===== config.mk =====
export PLATFORM = sky130hd
export DESIGN_NAME = sdst_cell
export DESIGN_NICKNAME = d
export VERILOG_FILES = /design/src/hdl/sdst_pkg.sv /design/src/hdl/sdst_cell.sv
export SDC_FILE = /design/constraint.sdc
export NUM_CORES = 1
export LEC_CHECK = 0
export ABC_AREA = 1
export BUFFER_PORTS_ARGS = -buffer_cell sky130_fd_sc_hd__buf_4
export CORE_MARGIN = 2
export CORE_UTILIZATION = 48
export DETAILED_ROUTE_END_ITERATION = 16
export PLACE_DENSITY_LB_ADDON = 0.25
export SLEW_MARGIN = 40
export SYNTH_ARGS = -nofsm -noshare
export SYNTH_HDL_FRONTEND = slang
export SYNTH_SLANG_ARGS = --single-unit

===== constraint.sdc =====
create_clock -name clock -period 3.5 [get_ports clock]
set_clock_uncertainty 0.05 [all_clocks]
set_input_delay 0.7 -clock clock [delete_from_list [all_inputs] [get_ports clock]]
set_output_delay 0.7 -clock clock [all_outputs]
set_load 0.005 [all_outputs]

===== src/hdl/sdst_pkg.sv =====
// ----------------------------------------------------------------------------
// sdst_pkg: shared definitions for the sorted date set table
// sizes, operation and search codes, and the structs passed between the
// compare cells, the group reducers and the control logic
// ----------------------------------------------------------------------------
package sdst_pkg;

   localparam int TABLE_DEPTH  = 256;
   localparam int DAY_BITS     = 24;
   localparam int IDX_BITS     = $clog2(TABLE_DEPTH);
   localparam int CNT_BITS     = IDX_BITS + 1;
   localparam int POS_BITS     = 8;
   localparam int HELD_BITS    = 9;
   localparam int GROUP_SIZE   = (TABLE_DEPTH < 16) ? TABLE_DEPTH : 16;
   localparam int GROUP_COUNT  = TABLE_DEPTH / GROUP_SIZE;

   // operation codes
   localparam logic [1:0] FUNC_INSERT = 2'd0;
   localparam logic [1:0] FUNC_DELETE = 2'd1;
   localparam logic [1:0] FUNC_SEARCH = 2'd2;

   // search modes
   localparam logic [1:0] MODE_EXACT   = 2'd0;
   localparam logic [1:0] MODE_EARLIER = 2'd1;
   localparam logic [1:0] MODE_LATER   = 2'd2;

   typedef enum logic [3:0] {
      ST_IDLE = 4'b0001,
      ST_CMP  = 4'b0010,
      ST_GRP  = 4'b0100,
      ST_FIN  = 4'b1000
   } state_type;

   // broadcast control to every cell
   typedef struct packed {
      logic cmp_en;
      logic ins_go;
      logic del_go;
   } cell_ctrl_type;

   // per-group summary of the compare flags
   typedef struct packed {
      logic                any_edge;
      logic [IDX_BITS-1:0] edge_idx;
      logic                hit;
   } grp_sum_type;

endpackage


===== src/hdl/sdst_cell.sv =====
// ----------------------------------------------------------------------------
// sdst_cell: one table entry
// holds a day number, compares it against the broadcast day, and shifts
// toward or away from its neighbors on insert and delete
// ----------------------------------------------------------------------------
module sdst_cell (
   input  logic                              clock,
   input  sdst_pkg::cell_ctrl_type           ctrl,
   input  logic [sdst_pkg::IDX_BITS-1:0]     cell_index,
   input  logic [sdst_pkg::CNT_BITS-1:0]     count,
   input  logic [sdst_pkg::DAY_BITS-1:0]     day,
   input  logic [sdst_pkg::DAY_BITS-1:0]     left_value,
   input  logic                              left_lt,
   input  logic [sdst_pkg::DAY_BITS-1:0]     right_value,
   output logic [sdst_pkg::DAY_BITS-1:0]     value,
   output logic                              lt,
   output logic                              eq
);

   logic [sdst_pkg::DAY_BITS-1:0] value_ff, value_in;
   logic                          lt_ff, lt_in;
   logic                          eq_ff, eq_in;
   logic [sdst_pkg::CNT_BITS-1:0] idx_ext;
   logic                          occupied;

   assign idx_ext  = {1'b0, cell_index};
   assign occupied = idx_ext < count;

   always_comb begin
      value_in = value_ff;
      lt_in    = lt_ff;
      eq_in    = eq_ff;
      if (ctrl.cmp_en) begin
         lt_in = occupied && (value_ff < day);
         eq_in = occupied && (value_ff == day);
      end
      // insert: cells at or above the slot move up one place
      if (ctrl.ins_go && !lt_ff && (idx_ext <= count)) begin
         value_in = left_lt ? day : left_value;
      end
      // delete: cells from the hit upward pull from the right
      if (ctrl.del_go && !lt_ff && ((idx_ext + sdst_pkg::CNT_BITS'(1)) < count)) begin
         value_in = right_value;
      end
   end

   always_ff @(posedge clock) begin
      value_ff <= value_in;
      lt_ff    <= lt_in;
      eq_ff    <= eq_in;
   end

   assign value = value_ff;
   assign lt    = lt_ff;
   assign eq    = eq_ff;

endmodule


==> out/qor.json <==
{
  "holdCritStartpoint": "ctrl[2]",
  "final_max_slew_viol_count": 0,
  "clock_latency_ns": 0.28,
  "globalRouteOverflowTotal": 0,
  "post_cts.resized_instances": 0,
  "floorplan.initialDensity": 0.506,
  "hold_slack_ns": 0.582,
  "crit_arrival_ns": 2.81,
  "multi_input_area_um2": 1590,
  "area.sequential_um2": 781,
  "reg2reg_setup_slack_ns": 1.57,
  "clk_path_buf_depth": 2,
  "finalWeightedCongestion": 0.846,
  "path_max_fanout": 25,
  "final_cell_mix": "123 x sky130_fd_sc_hd__buf_4, 104 x sky130_fd_sc_hd__nand2_1, 53 x sky130_fd_sc_hd__inv_1, 45 x sky130_fd_sc_hd__nor2_1, 42 x sky130_fd_sc_hd__ha_1",
  "ant_nets": 0,
  "rr_startpoint": "lt",
  "drive_gt1_frac": 0.269,
  "placement.setup.worst_slack_ns": 0.350,
  "synthesis.instances": 368,
  "cts_post_setup_buffers_inserted": 0,
  "synthesis.area_um2": 2630,
  "grt_max_degree": 48,
  "report.final.hold_viol_count": 0,
  "layout.cells.most_common": "sky130_fd_sc_hd__buf_4",
  "hold_end": "lt",
  "top_cell_by_count_worst_path": "sky130_fd_sc_hd__nand2_1",
  "cellLeakagePower_uw": 0.00204,
  "worst_path_max_delay_cell": "sky130_fd_sc_hd__ha_1",
  "worst_ep_required_time_ns": 3.42,
  "number_of_flip_flops_and_latches_in_the_synthesized_netlist": 26,
  "crit-reg2reg-capture": "value[21]",
  "routed_wire_length_per_instance_um": 12.5,
  "crit_path_cell_chain": "buf_4 > nand3_1 > nor3b_1 > nand2_1 > xor2_1 > inv_1 > ha_1 > nand2_1 > nor2_1 > nor3b_4 > nand2_4 > nand2_1 > buf_4",
  "finalWorstPathRequiredPeriod_ns": 2.89,
  "drt-initial-drc-count": 185,
  "yosysUniqueCellTypes": 23,
  "post-route-drc-count": 0,
  "period_share": 0.825,
  "cp-end-kind": "flop",
  "grt_pass1_vias": 2691,
  "max_cap_viol_count": 0,
  "clkSinkCount": 26,
  "grt_pass1_wl_um": 11400,
  "root_buffer": "sky130_fd_sc_hd__clkbuf_8",
  "via_per_inst": 5.01,
  "die_width_um": 78.1,
  "dpl.hpwl_um": 5690,
  "final_core_util": 0.701,
  "area_growth_pct": 38.5,
  "timing.setup.critical_path_class": "in -> reg",
  "num_io_pins": 120,
  "synth-seq-area-share": 0.296,
  "core_area_um2": 5200,
  "drt_pre_antenna_iters": 4,
  "cts-buffers-inserted": 3,
  "number_of_standard_cell_rows_in_the_floorplan": 26,
  "outcome": "complete, no violations",
  "crit_path_start_kind": "input pin",
  "power-per-cell-area_nw_per_um2": 310,
  "finalNetCount": 621,
  "design_area_um2": 3650,
  "fmax_ghz": 0.346,
  "floorplan.die_area_um2": 6100,
  "syn_avg_cell_area_um2": 7.16,
  "slew_headroom": 0.701,
  "setup_tns_ns": 0,
  "postPlaceCellArea_um2": 3580,
  "peakVddDrop_v": 0.000226,
  "synth_fp_nets": 504,
  "synth_top_area_cell": "sky130_fd_sc_hd__edfxtp_1",
  "diodes": 0,
  "worst_path_clk_slew_ns": 0.09,
  "number_of_antenna_violations_at_the_first_check_in_global_routing": 0,
  "tritoncts": "done",
  "fin_ws_ns": 0.613,
  "worst_hold_path_type": "in -> reg",
  "finalSetupViolCount": 0,
  "timing.reg2reg.worst_path_depth": 6,
  "holdBufCountCts": 0,
  "ys_warn_count": 0,
  "rsz_0062_raised_after_global_routing": "false",
  "clock_tree.htree_level_count": 1,
  "worstMarginPinSlew_ns": 0.449,
  "synth_area_leaders": "sky130_fd_sc_hd__edfxtp_1 30%, sky130_fd_sc_hd__ha_1 20%, sky130_fd_sc_hd__nand2_1 15%, sky130_fd_sc_hd__inv_1 7.6%, sky130_fd_sc_hd__a21oi_1 6.5%",
  "filler_cell_count": 468,
  "hold_depth": 1,
  "floorplan.die.height_um": 78.1,
  "detail_route.wirelength_um": 6930,
  "number_of_buffers_added_on_ports": 119,
  "global_route.usage.total": 0.232,
  "routed-via-count": 2775,
  "worst_stage_delay_on_the_critical_path_ns": 0.29,
  "portion_of_synthesized_cell_area_occupied_by_the_leading_cell_type": 0.296
}
flip-flops by register name, indices dropped and copies added (netlist names):
register and flops:
eq 1, lt 1, value 24
area by class of cell:
type,count,share of cell area
multi-input combinational,278,0.435
inverter,53,0.0545
tap,70,0.0240
timing repair buffer,123,0.253
clock buffer,3,0.0113
sequential,26,0.214
clock inverter,1,0.00823
worst max-delay path, delay by kind of cell:
kind,cells,cell delay [ns]
buf+inv,3,0.41
xor+xnor,1,0.14
fa+ha+maj,1,0.29
simple gates,8,1.26
cell families (layout without fill, tap and decap cells):
kind of cell / Yosys count / in the layout / share of synthesized area
compound gates: 38 / 38 / 0.0751
buf+inv: 64 / 180 / 0.101
flops: 26 / 26 / 0.296
fa+ha+maj: 42 / 42 / 0.200
mux: 1 / 1 / 0.00428
simple gates: 192 / 192 / 0.307
xor+xnor: 5 / 5 / 0.0166
Yosys cell counts:
cell	instances
sky130_fd_sc_hd__nand2_4	1
sky130_fd_sc_hd__inv_1	53
sky130_fd_sc_hd__clkbuf_1	4
sky130_fd_sc_hd__nand2_1	104
sky130_fd_sc_hd__ha_1	42
sky130_fd_sc_hd__xnor2_1	1
sky130_fd_sc_hd__nand4_1	5
sky130_fd_sc_hd__a21boi_0	1
sky130_fd_sc_hd__buf_4	2
sky130_fd_sc_hd__buf_6	2
sky130_fd_sc_hd__o21ai_0	1
sky130_fd_sc_hd__nand3b_1	2
sky130_fd_sc_hd__nor3b_4	1
sky130_fd_sc_hd__a21o_1	2
sky130_fd_sc_hd__edfxtp_1	26
sky130_fd_sc_hd__a21oi_1	34
sky130_fd_sc_hd__nand3_1	32
sky130_fd_sc_hd__xor2_1	4
sky130_fd_sc_hd__buf_2	3
sky130_fd_sc_hd__nor2_1	45
sky130_fd_sc_hd__nor3_1	1
sky130_fd_sc_hd__nor3b_1	1
sky130_fd_sc_hd__mux2_2	1
how the worst max path moves through the flow:
stage / start / to / slack [ns] / depth (start not counted)
finish: cell_index[2] / value[21] / 0.61 / 13
global route: cell_index[2] / value[23] / 0.41 / 13
CTS: cell_index[2] / value[21] / 0.64 / 13
floorplan: cell_index[1] / value[0] / 0.23 / 12
global placement: cell_index[2] / value[16] / 0.39 / 13
detailed placement: cell_index[2] / value[14] / 0.35 / 13
per-layer routing:
metal / vias up / wire length, µm / global-route usage
li1: 1434 / - / -
met1: 1244 / 2760 / 0.269
met2: 93 / 3700 / 0.450
met3: 4 / 415 / 0.0345
met4: 0 / 48 / 0.0421
met5: - / 0 / 0
stage by stage:
stage          total power [µW]  std cells
2_1_floorplan               677        368
3_3_place_gp                872        550
3_5_place_dp                891        550
4_1_cts                    1140        554
5_1_grt                    1210        554
6_report                   1130        554
power breakdown:
| group | internal, µW | switching [µW] |
|---|---|---|
| combinational | 224 | 224 |
| sequential | 406 | 27.9 |
| clock | 153 | 97.7 |
| total | 783 | 350 |
Power figures use the tool's default switching activity.
