===== config.mk =====
export PLATFORM = sky130hd
export DESIGN_NAME = sdst_group
export DESIGN_NICKNAME = d
export VERILOG_FILES = /design/src/hdl/sdst_pkg.sv /design/src/hdl/sdst_group.sv
export SDC_FILE = /design/constraint.sdc
export NUM_CORES = 1
export LEC_CHECK = 0
export ABC_CLOCK_PERIOD_IN_PS = 1800
export BUFFER_PORTS_ARGS = -buffer_cell sky130_fd_sc_hd__buf_2
export CORE_ASPECT_RATIO = 0.9
export CORE_MARGIN = 8
export CORE_UTILIZATION = 49
export DETAILED_ROUTE_END_ITERATION = 10
export HOLD_SLACK_MARGIN = 0.08
export PLACE_DENSITY = 0.84
export SLEW_MARGIN = 0
export SYNTH_ARGS = -nofsm -noshare
export SYNTH_HDL_FRONTEND = slang
export SYNTH_SLANG_ARGS = --single-unit

===== constraint.sdc =====
create_clock -name clock -period 1.8 [get_ports clock]
set_input_delay 0.09 -clock clock [delete_from_list [all_inputs] [get_ports clock]]
set_output_delay 0.09 -clock clock [all_outputs]
set_load 0.03 [all_outputs]

===== src/hdl/sdst_pkg.sv =====
// ----------------------------------------------------------------------------
// sdst_pkg: shared definitions for the sorted date set table
// sizes, operation and search codes, and the structs passed between the
// compare cells, the group reducers and the control logic
// ----------------------------------------------------------------------------
package sdst_pkg;

   localparam int TABLE_DEPTH  = 256;
   localparam int DAY_BITS     = 24;
   localparam int IDX_BITS     = $clog2(TABLE_DEPTH);
   localparam int CNT_BITS     = IDX_BITS + 1;
   localparam int POS_BITS     = 8;
   localparam int HELD_BITS    = 9;
   localparam int GROUP_SIZE   = (TABLE_DEPTH < 16) ? TABLE_DEPTH : 16;
   localparam int GROUP_COUNT  = TABLE_DEPTH / GROUP_SIZE;

   // operation codes
   localparam logic [1:0] FUNC_INSERT = 2'd0;
   localparam logic [1:0] FUNC_DELETE = 2'd1;
   localparam logic [1:0] FUNC_SEARCH = 2'd2;

   // search modes
   localparam logic [1:0] MODE_EXACT   = 2'd0;
   localparam logic [1:0] MODE_EARLIER = 2'd1;
   localparam logic [1:0] MODE_LATER   = 2'd2;

   typedef enum logic [3:0] {
      ST_IDLE = 4'b0001,
      ST_CMP  = 4'b0010,
      ST_GRP  = 4'b0100,
      ST_FIN  = 4'b1000
   } state_type;

   // broadcast control to every cell
   typedef struct packed {
      logic cmp_en;
      logic ins_go;
      logic del_go;
   } cell_ctrl_type;

   // per-group summary of the compare flags
   typedef struct packed {
      logic                any_edge;
      logic [IDX_BITS-1:0] edge_idx;
      logic                hit;
   } grp_sum_type;

endpackage


===== src/hdl/sdst_group.sv =====
// ----------------------------------------------------------------------------
// sdst_group: registered summary of one group of cells
// finds the boundary where the below-flags end, and any equal hit
// ----------------------------------------------------------------------------
module sdst_group (
   input  logic                                clock,
   input  logic [sdst_pkg::GROUP_SIZE-1:0]     lt,
   input  logic                                lt_prev,
   input  logic [sdst_pkg::GROUP_SIZE-1:0]     eq,
   input  logic [sdst_pkg::IDX_BITS-1:0]       base,
   output sdst_pkg::grp_sum_type               summary
);

   sdst_pkg::grp_sum_type sum_ff, sum_in;

   always_comb begin
      logic prev;
      prev = 1'b0;
      sum_in.any_edge = 1'b0;
      sum_in.edge_idx = '0;
      sum_in.hit      = |eq;
      for (int j = 0; j < sdst_pkg::GROUP_SIZE; j++) begin
         prev = (j == 0) ? lt_prev : lt[j-1];
         // at most one boundary in the whole table, so an or is enough
         if (prev && !lt[j]) begin
            sum_in.any_edge = 1'b1;
            sum_in.edge_idx = sum_in.edge_idx | (base + sdst_pkg::IDX_BITS'(j));
         end
      end
   end

   always_ff @(posedge clock) begin
      sum_ff <= sum_in;
   end

   assign summary = sum_ff;

endmodule


==> results.json, run 1 <==
{
  "numPlacedInstances": 414,
  "portBuffers": 51,
  "timing.critical_path.slowest_stage_cell": "sky130_fd_sc_hd__ha_1",
  "final_hold_viol_count": 0,
  "hold-worst-slack_ns": 0.07798,
  "tritoncts_num_sinks": 10,
  "ir_worst_vdd_mv": 0.2651,
  "static-leakage-power_nw": 1.112,
  "ys_warns": 0,
  "final_layout_size_suffix_gt1_share_pct": 27.73,
  "yosys_register_bits": 10,
  "hold_path.startpoint": "eq[10]",
  "drt_pass1_iterations": 5,
  "die-width_microns": 83.17,
  "hpwlAfterDp_microns": 6730,
  "timing.final.crit_period_ns": 1.690,
  "cts.reportedPaths.clkPinSlew_ns": 0.06,
  "finalNetCount": 432,
  "cpPeakStageDelay_ns": 0.36,
  "core_area_sq_mm": 0.003991,
  "multi_input_comb_area_sq_mm": 0.001653,
  "seq_area_frac_synth_pct": 10.06,
  "cp-end-kind": "flop",
  "required_ns": 1.93,
  "critPathMaxFanout": 6,
  "worstPathCellList": "buf_2 > inv_1 > ha_1 > a21oi_1 > o21ai_0 > nand4_1 > o21bai_1 > o41ai_2 > nand3_1",
  "synth_flop_cell": "sky130_fd_sc_hd__dfxtp_1",
  "cp-start-kind": "primary input",
  "post_synth.cell_area_avg_sq_um": 6.744,
  "final_cell_mix": "sky130_fd_sc_hd__buf_2 (51), sky130_fd_sc_hd__buf_4 (37), sky130_fd_sc_hd__o21ai_0 (30)",
  "grt_util_overall_pct": 25.35,
  "run_status": "finished clean",
  "worst_hold_path_type": "primary input to flop",
  "initialDrtViolationCount": 395,
  "dieHeight_microns": 76.45,
  "floorplan.die_area_sq_mm": 0.006358,
  "fmax_mhz": 591.8,
  "tritoncts.num_buffers": 3,
  "htree_num_levels": 1,
  "cell_types_occupying_the_most_area_after_synthesis": "sky130_fd_sc_hd__dfxtp_1 (10%), sky130_fd_sc_hd__ha_1 (8.8%), sky130_fd_sc_hd__o21ai_0 (7.8%), sky130_fd_sc_hd__a21oi_1 (6.5%), sky130_fd_sc_hd__nand2b_1 (5.7%)",
  "synth_top_area_cell": "sky130_fd_sc_hd__dfxtp_1",
  "unrepaired_setup_endpoints_after_global_routing": "false",
  "cts_root_buf": "sky130_fd_sc_hd__clkbuf_8",
  "routability_congestion": 1.059,
  "grt_max_degree": 16,
  "criticalPathCategory": "primary input to flop",
  "setup-violations-final": 0,
  "post_cts_setup_bufs": 0,
  "layout.cells.most_common": "sky130_fd_sc_hd__buf_2",
  "routed_wl_microns": 8629,
  "worst_pin_slew_ns": 0.7149,
  "fp-row-count": 22,
  "synth_nets": 351,
  "pin_count": 52,
  "synth_async_sr_flop_share_pct": 0,
  "holdPathStages": 3,
  "post_synth_inst_count": 295,
  "slew_headroom_pct": 52.24,
  "instances_no_fill": 423,
  "vias_per_cell": 6.832,
  "first_global_vias": 2739,
  "timing.final.crit_share_pct": 93.88,
  "nFillCells": 355,
  "synth_top_area_share_pct": 10.06,
  "pwr_density_cell_mw_per_mm2": 454.9,
  "route.detailed.wl_per_inst_microns": 20.40,
  "clock_tree_from_tritoncts": "done",
  "cts_max_path_buffers": 2,
  "diodes": 0,
  "register_area_sq_um": 200.2,
  "max_cap_viol_count": 0,
  "antenna_violating_nets_remaining": 0,
  "synth_cell_type_count": 50,
  "min_to": "summary[0]",
  "maxSlewViolCount": 0,
  "syn-cell-area_sq_mm": 0.001989,
  "grt_remaining_overflow": 0,
  "route.detailed.drc": 0,
  "grt_antenna_before_repair": 0,
  "synth_enable_flop_cells": 0,
  "initial_utilization_pct": 49.84,
  "global_route_wire_length_before_repair_microns": 13610,
  "via_count": 2890,
  "critical_path_arrival_ns": 1.82,
  "largest_register_ff_count": 10,
  "syn2layout_area_growth_pct": 30.94
}
## where the power goes
| part | internal, mW | switching, mW | total [mW] |
|---|---|---|---|
| logic | 0.258 | 0.381 | 0.639 |
| clock network | 0.194 | 0.111 | 0.305 |
| registers | 0.237 | 0.00443 | 0.241 |
## critical path, delay by kind of cell
| family | cells | cell delay, ns |
|---|---|---|
| AOI/OAI and AO/OA | 4 | 0.84 |
| adders and majority gates | 1 | 0.36 |
| buffers and inverters | 2 | 0.30 |
| and+or+nand+nor | 2 | 0.22 |
## per-stage QoR
stage	utilization [%]	TNS, ns	total power [mW]	worst slack [ns]	area [sq um]
floorplan	-	0	0.6098	0.03028	1991
finish	65.27	0	1.185	0.1102	2605
global route	65.27	0	1.238	0.002599	2605
detailed placement	62.57	-0.1347	0.8479	-0.04666	2497
global placement	62.57	-0.01349	0.8385	-0.01349	2497
CTS	65.20	0	1.155	0.2148	2603
## synth_stat cells (2+ instances only)
master,instances
sky130_fd_sc_hd__a2111oi_0,2
sky130_fd_sc_hd__dfxtp_1,10
sky130_fd_sc_hd__nor2b_1,14
sky130_fd_sc_hd__o31ai_1,5
sky130_fd_sc_hd__nand4_1,9
sky130_fd_sc_hd__ha_1,14
sky130_fd_sc_hd__o21ai_1,2
sky130_fd_sc_hd__inv_1,9
sky130_fd_sc_hd__nor2_1,20
sky130_fd_sc_hd__a211oi_1,5
sky130_fd_sc_hd__o21bai_1,2
sky130_fd_sc_hd__o221ai_1,4
sky130_fd_sc_hd__o21ai_0,31
sky130_fd_sc_hd__a31oi_1,7
sky130_fd_sc_hd__a22o_1,2
sky130_fd_sc_hd__xnor2_1,4
sky130_fd_sc_hd__nand2b_1,18
sky130_fd_sc_hd__buf_2,9
sky130_fd_sc_hd__buf_4,3
sky130_fd_sc_hd__a21oi_1,26
sky130_fd_sc_hd__buf_6,2
sky130_fd_sc_hd__nand3_1,9
sky130_fd_sc_hd__clkbuf_1,4
sky130_fd_sc_hd__o22ai_1,8
sky130_fd_sc_hd__nor4_1,6
sky130_fd_sc_hd__o2111ai_1,3
sky130_fd_sc_hd__o211ai_1,5
sky130_fd_sc_hd__xor2_1,3
sky130_fd_sc_hd__nand2_1,24
sky130_fd_sc_hd__a21boi_0,3
sky130_fd_sc_hd__nor3_1,5
sky130_fd_sc_hd__a22oi_1,6
sky130_fd_sc_hd__a21o_1,2
sky130_fd_sc_hd__a31o_2,2
sky130_fd_sc_hd__and2_1,2
## area by class of cell
type,instances,area share (%)
Multi-Input combinational cell,258,63.45
Sequential cell,10,7.685
Timing Repair Buffer,94,23.15
Clock buffer,4,2.113
Inverter,9,1.297
Tap cell,48,2.305
## worst max-delay path by stage
| stage | startpoint | to | cells past startpoint |
|---|---|---|---|
| after detailed placement | base[2] | summary[5] | 10 |
| after floorplan | base[2] | summary[8] | 9 |
| final | base[3] | summary[8] | 9 |
| after global routing | base[3] | summary[8] | 9 |
| after global placement | base[3] | summary[8] | 9 |
| after CTS | base[2] | summary[5] | 10 |
## kinds of logic after synthesis
family                     after synthesis  synth area share, %
AOI/OAI and AO/OA                      124                41.13
adders and majority gates               14                8.805
DFF                                     10                10.06
and+or+nand+nor                        113                29.94
buffers and inverters                   27                6.980
xor gates and xnor gates                 7                3.082
## what timing repair did
action | CTS | global route
gates resized for setup | 0 | 2
hold buffers | 5 | 0
endpoints found under the hold margin | 1 | 0
endpoints found under the setup margin | 0 | 2
## routing by layer
metal  global-route usage, %  share of wire (%)  routed length [microns]
met2                   40.95                 44                     3765
met3                   6.624                 14                     1230
met5                       0                  0                        0
met1                   30.86                 38                     3242
met4                   10.53                4.5                      391
No activity file was read; power rests on OpenSTA's default activity.
==> run 2: changes to the inputs <==
--- a/config.mk
+++ b/config.mk
@@ -5,11 +5,12 @@
 export SDC_FILE = /design/constraint.sdc
 export NUM_CORES = 1
 export LEC_CHECK = 0
+export ABC_AREA = 1
 export ABC_CLOCK_PERIOD_IN_PS = 1800
 export BUFFER_PORTS_ARGS = -buffer_cell sky130_fd_sc_hd__buf_2
 export CORE_ASPECT_RATIO = 0.9
 export CORE_MARGIN = 8
-export CORE_UTILIZATION = 49
+export CORE_UTILIZATION = 50
 export DETAILED_ROUTE_END_ITERATION = 10
 export HOLD_SLACK_MARGIN = 0.08
 export PLACE_DENSITY = 0.84
==> run 2 against run 1 <==
Net effect: global-route usage decreased by 1.1 points; clock-buffer cell count unchanged; critical endpoint is now summary[6]; fmax up 12%; sequential share of layout area down 0.26 points; synthesized cell count is 50% higher; final cell count rose by 33%; sequential cell count did not move; hold slack better by 0.11 ns; combinational power fell by 2%; utilization fell by 4.0 points; sequential power barely moved; die area rose by 8.7%.
==> results.json, run 2 <==
{
  "synth_top_area_share_pct": 25.50,
  "worst_pin_slew_ns": 0.7156,
  "cts_max_path_buffers": 2,
  "yosys_register_bits": 10,
  "first_global_vias": 2834,
  "hpwlAfterDp_microns": 6505,
  "routability_congestion": 1.011,
  "max_cap_viol_count": 0,
  "drt_pass1_iterations": 6,
  "synth_async_sr_flop_share_pct": 0,
  "pin_count": 52,
  "instances_no_fill": 562,
  "groute.layer.met1.usage_pct": 31.62,
  "final_layout_size_suffix_gt1_share_pct": 15.00,
  "hold-worst-slack_ns": 0.1929,
  "portBuffers": 51,
  "syn2layout_area_growth_pct": 19.72,
  "timing.final.crit_share_pct": 84.16,
  "post_cts_resized": 0,
  "initial_utilization_pct": 51.15,
  "static-leakage-power_nw": 1.507,
  "dieHeight_microns": 79.67,
  "synth_enable_flop_cells": 0,
  "grt_most_used_layer": "met2",
  "tritoncts_num_sinks": 10,
  "grt_antenna_before_repair": 0,
  "core_area_sq_mm": 0.004403,
  "finalNetCount": 557,
  "grt_util_overall_pct": 24.25,
  "synth_top_area_cell": "sky130_fd_sc_hd__nand2_1",
  "pwr_density_cell_mw_per_mm2": 437.7,
  "gr-usage-met2_pct": 38.75,
  "critical_path_arrival_ns": 1.64,
  "seq_area_frac_synth_pct": 8.889,
  "final.setup.tns_ns": 0,
  "power.switching_fraction_pct": 45.47,
  "cp-start-kind": "primary input",
  "route.detailed.drc": 0,
  "ir_worst_vdd_mv": 0.3044,
  "clock_tree_from_tritoncts": "done",
  "cts_root_buf": "sky130_fd_sc_hd__clkbuf_8",
  "global_route_wire_length_before_repair_microns": 13630,
  "tritoncts.num_buffers": 3,
  "synth.cells.most_frequent": "sky130_fd_sc_hd__nand2_1 (153), sky130_fd_sc_hd__nand3_1 (65), sky130_fd_sc_hd__inv_1 (51), sky130_fd_sc_hd__nor2_1 (44), sky130_fd_sc_hd__o21ai_0 (29)",
  "final_hold_viol_count": 0,
  "synth_cell_type_count": 31,
  "pwr-share-comb_pct": 53.2,
  "grt_remaining_overflow": 0,
  "cp-end-kind": "flop",
  "setup-violations-final": 0,
  "detailedPlace.worstSlack_ns": 0.09506,
  "post_cts_setup_bufs": 0,
  "grt_max_degree": 16,
  "ys_warns": 0,
  "slew_headroom_pct": 52.11,
  "antenna_violating_nets_remaining": 0,
  "run_status": "finished clean",
  "seq_power_share_pct": 20.6,
  "setup_ws_ns": 0.2852,
  "criticalPathCategory": "primary input to flop",
  "die-width_microns": 86.75,
  "cell_int_power_uw": 643.5,
  "via_count": 3166,
  "cts_hold_buf": 8,
  "netSwitchingPower_uw": 536.6,
  "timing.final.crit_period_ns": 1.515,
  "report.power.total_mw": 1.180,
  "maxSlewViolCount": 0,
  "synth_flop_cell": "sky130_fd_sc_hd__dfxtp_1",
  "worst_hold_path_type": "primary input to flop",
  "unrepaired_setup_endpoints_after_global_routing": "false",
  "vias_per_cell": 5.633,
  "route.detailed.wl_per_inst_microns": 15.01,
  "initialDrtViolationCount": 429,
  "post_synth.cell_area_avg_sq_um": 5.095,
  "fp-row-count": 23,
  "synth_nets": 498,
  "post_synth_inst_count": 442,
  "synth.most_common_cell": "sky130_fd_sc_hd__nand2_1",
  "largest_register_ff_count": 10,
  "cell_types_occupying_the_most_area_after_synthesis": "sky130_fd_sc_hd__nand2_1 (26%), sky130_fd_sc_hd__nand3_1 (14%), sky130_fd_sc_hd__dfxtp_1 (8.9%), sky130_fd_sc_hd__inv_1 (8.5%), sky130_fd_sc_hd__ha_1 (7.8%)",
  "fmax_mhz": 660.1,
  "layout.cells.most_common": "sky130_fd_sc_hd__nand2_1",
  "htree_num_levels": 1,
  "cts.reportedPaths.clkPinSlew_ns": 0.06,
  "floorplan.die_area_sq_mm": 0.006911,
  "required_ns": 1.93,
  "power.share.clock_pct": 26.1,
  "diodes": 0,
  "critPathMaxFanout": 10,
  "numPlacedInstances": 550,
  "final_cell_mix": "sky130_fd_sc_hd__nand2_1 (153), sky130_fd_sc_hd__nand3_1 (65), sky130_fd_sc_hd__inv_1 (51), sky130_fd_sc_hd__buf_2 (51), sky130_fd_sc_hd__nor2_1 (44)",
  "routed_wl_microns": 8437,
  "syn-cell-area_sq_mm": 0.002252,
  "groute.layer.met3.usage_pct": 4.630
}
run 2: worst paths after layout:
path | startpoint | to | slack [ns] | cells after the start
worst max-delay path | base[2] | summary[6] | 0.29 | 13
worst min-delay path | base[0] | summary[1] | 0.19 | 4
run 2: layout make-up:
cell class                 count  area, sq um
tap                           62        77.57
multi-input combinational    361         1752
timing repair buffer          66        387.9
fill                         456         1707
clock buffer                   4        55.05
sequential                    10        200.2
inverter                      59        224.0
run 2: cell families (layout without fill, tap and decap cells):
logic type | Yosys count | count (layout) | synth area share [%]
compound gates | 57 | 57 | 13.11
xor+xnor | 7 | 7 | 2.722
fa+ha+maj | 14 | 14 | 7.778
buf+inv | 71 | 129 | 13.33
flops | 10 | 10 | 8.889
simple gates | 283 | 283 | 54.17
run 2: stage by stage:
| stage | instance area, sq um | util, % |
|---|---|---|
| 3_5_place_dp | 2561 | 58.17 |
| 4_1_cts | 2696 | 61.24 |
| 5_1_grt | 2696 | 61.24 |
| 2_1_floorplan | 2252 | - |
| 3_3_place_gp | 2561 | 58.17 |
| 6_report | 2696 | 61.24 |
run 2: worst max-delay path, cell delays in order:
cell	delay [ns]
sky130_fd_sc_hd__buf_2	0.24
sky130_fd_sc_hd__inv_2	0.15
sky130_fd_sc_hd__ha_1	0.26
sky130_fd_sc_hd__inv_1	0.15
sky130_fd_sc_hd__nand2_1	0.12
sky130_fd_sc_hd__nand2_1	0.12
sky130_fd_sc_hd__nand2_1	0.06
sky130_fd_sc_hd__nand3_1	0.07
sky130_fd_sc_hd__nand2_1	0.05
sky130_fd_sc_hd__nor2_1	0.09
sky130_fd_sc_hd__nand2_1	0.06
sky130_fd_sc_hd__nor2_1	0.10
sky130_fd_sc_hd__nand3_1	0.08
run 2: metal layers:
layer	wire length, microns	up-vias
met1	3517	1367
met2	3722	237
met5	0	-
met3	1001	24
met4	195	0
li1	-	1538
run 2: power by group through the flow:
| stage | clock network (mW) | logic (mW) | registers (mW) |
|---|---|---|---|
| after global routing | 0.314 | 0.694 | 0.245 |
| final | 0.308 | 0.628 | 0.244 |
| after CTS | 0.303 | 0.610 | 0.244 |
| after detailed placement | 0 | 0.596 | 0.248 |
| after floorplan | 0 | 0.375 | 0.286 |
| after global placement | 0 | 0.587 | 0.249 |
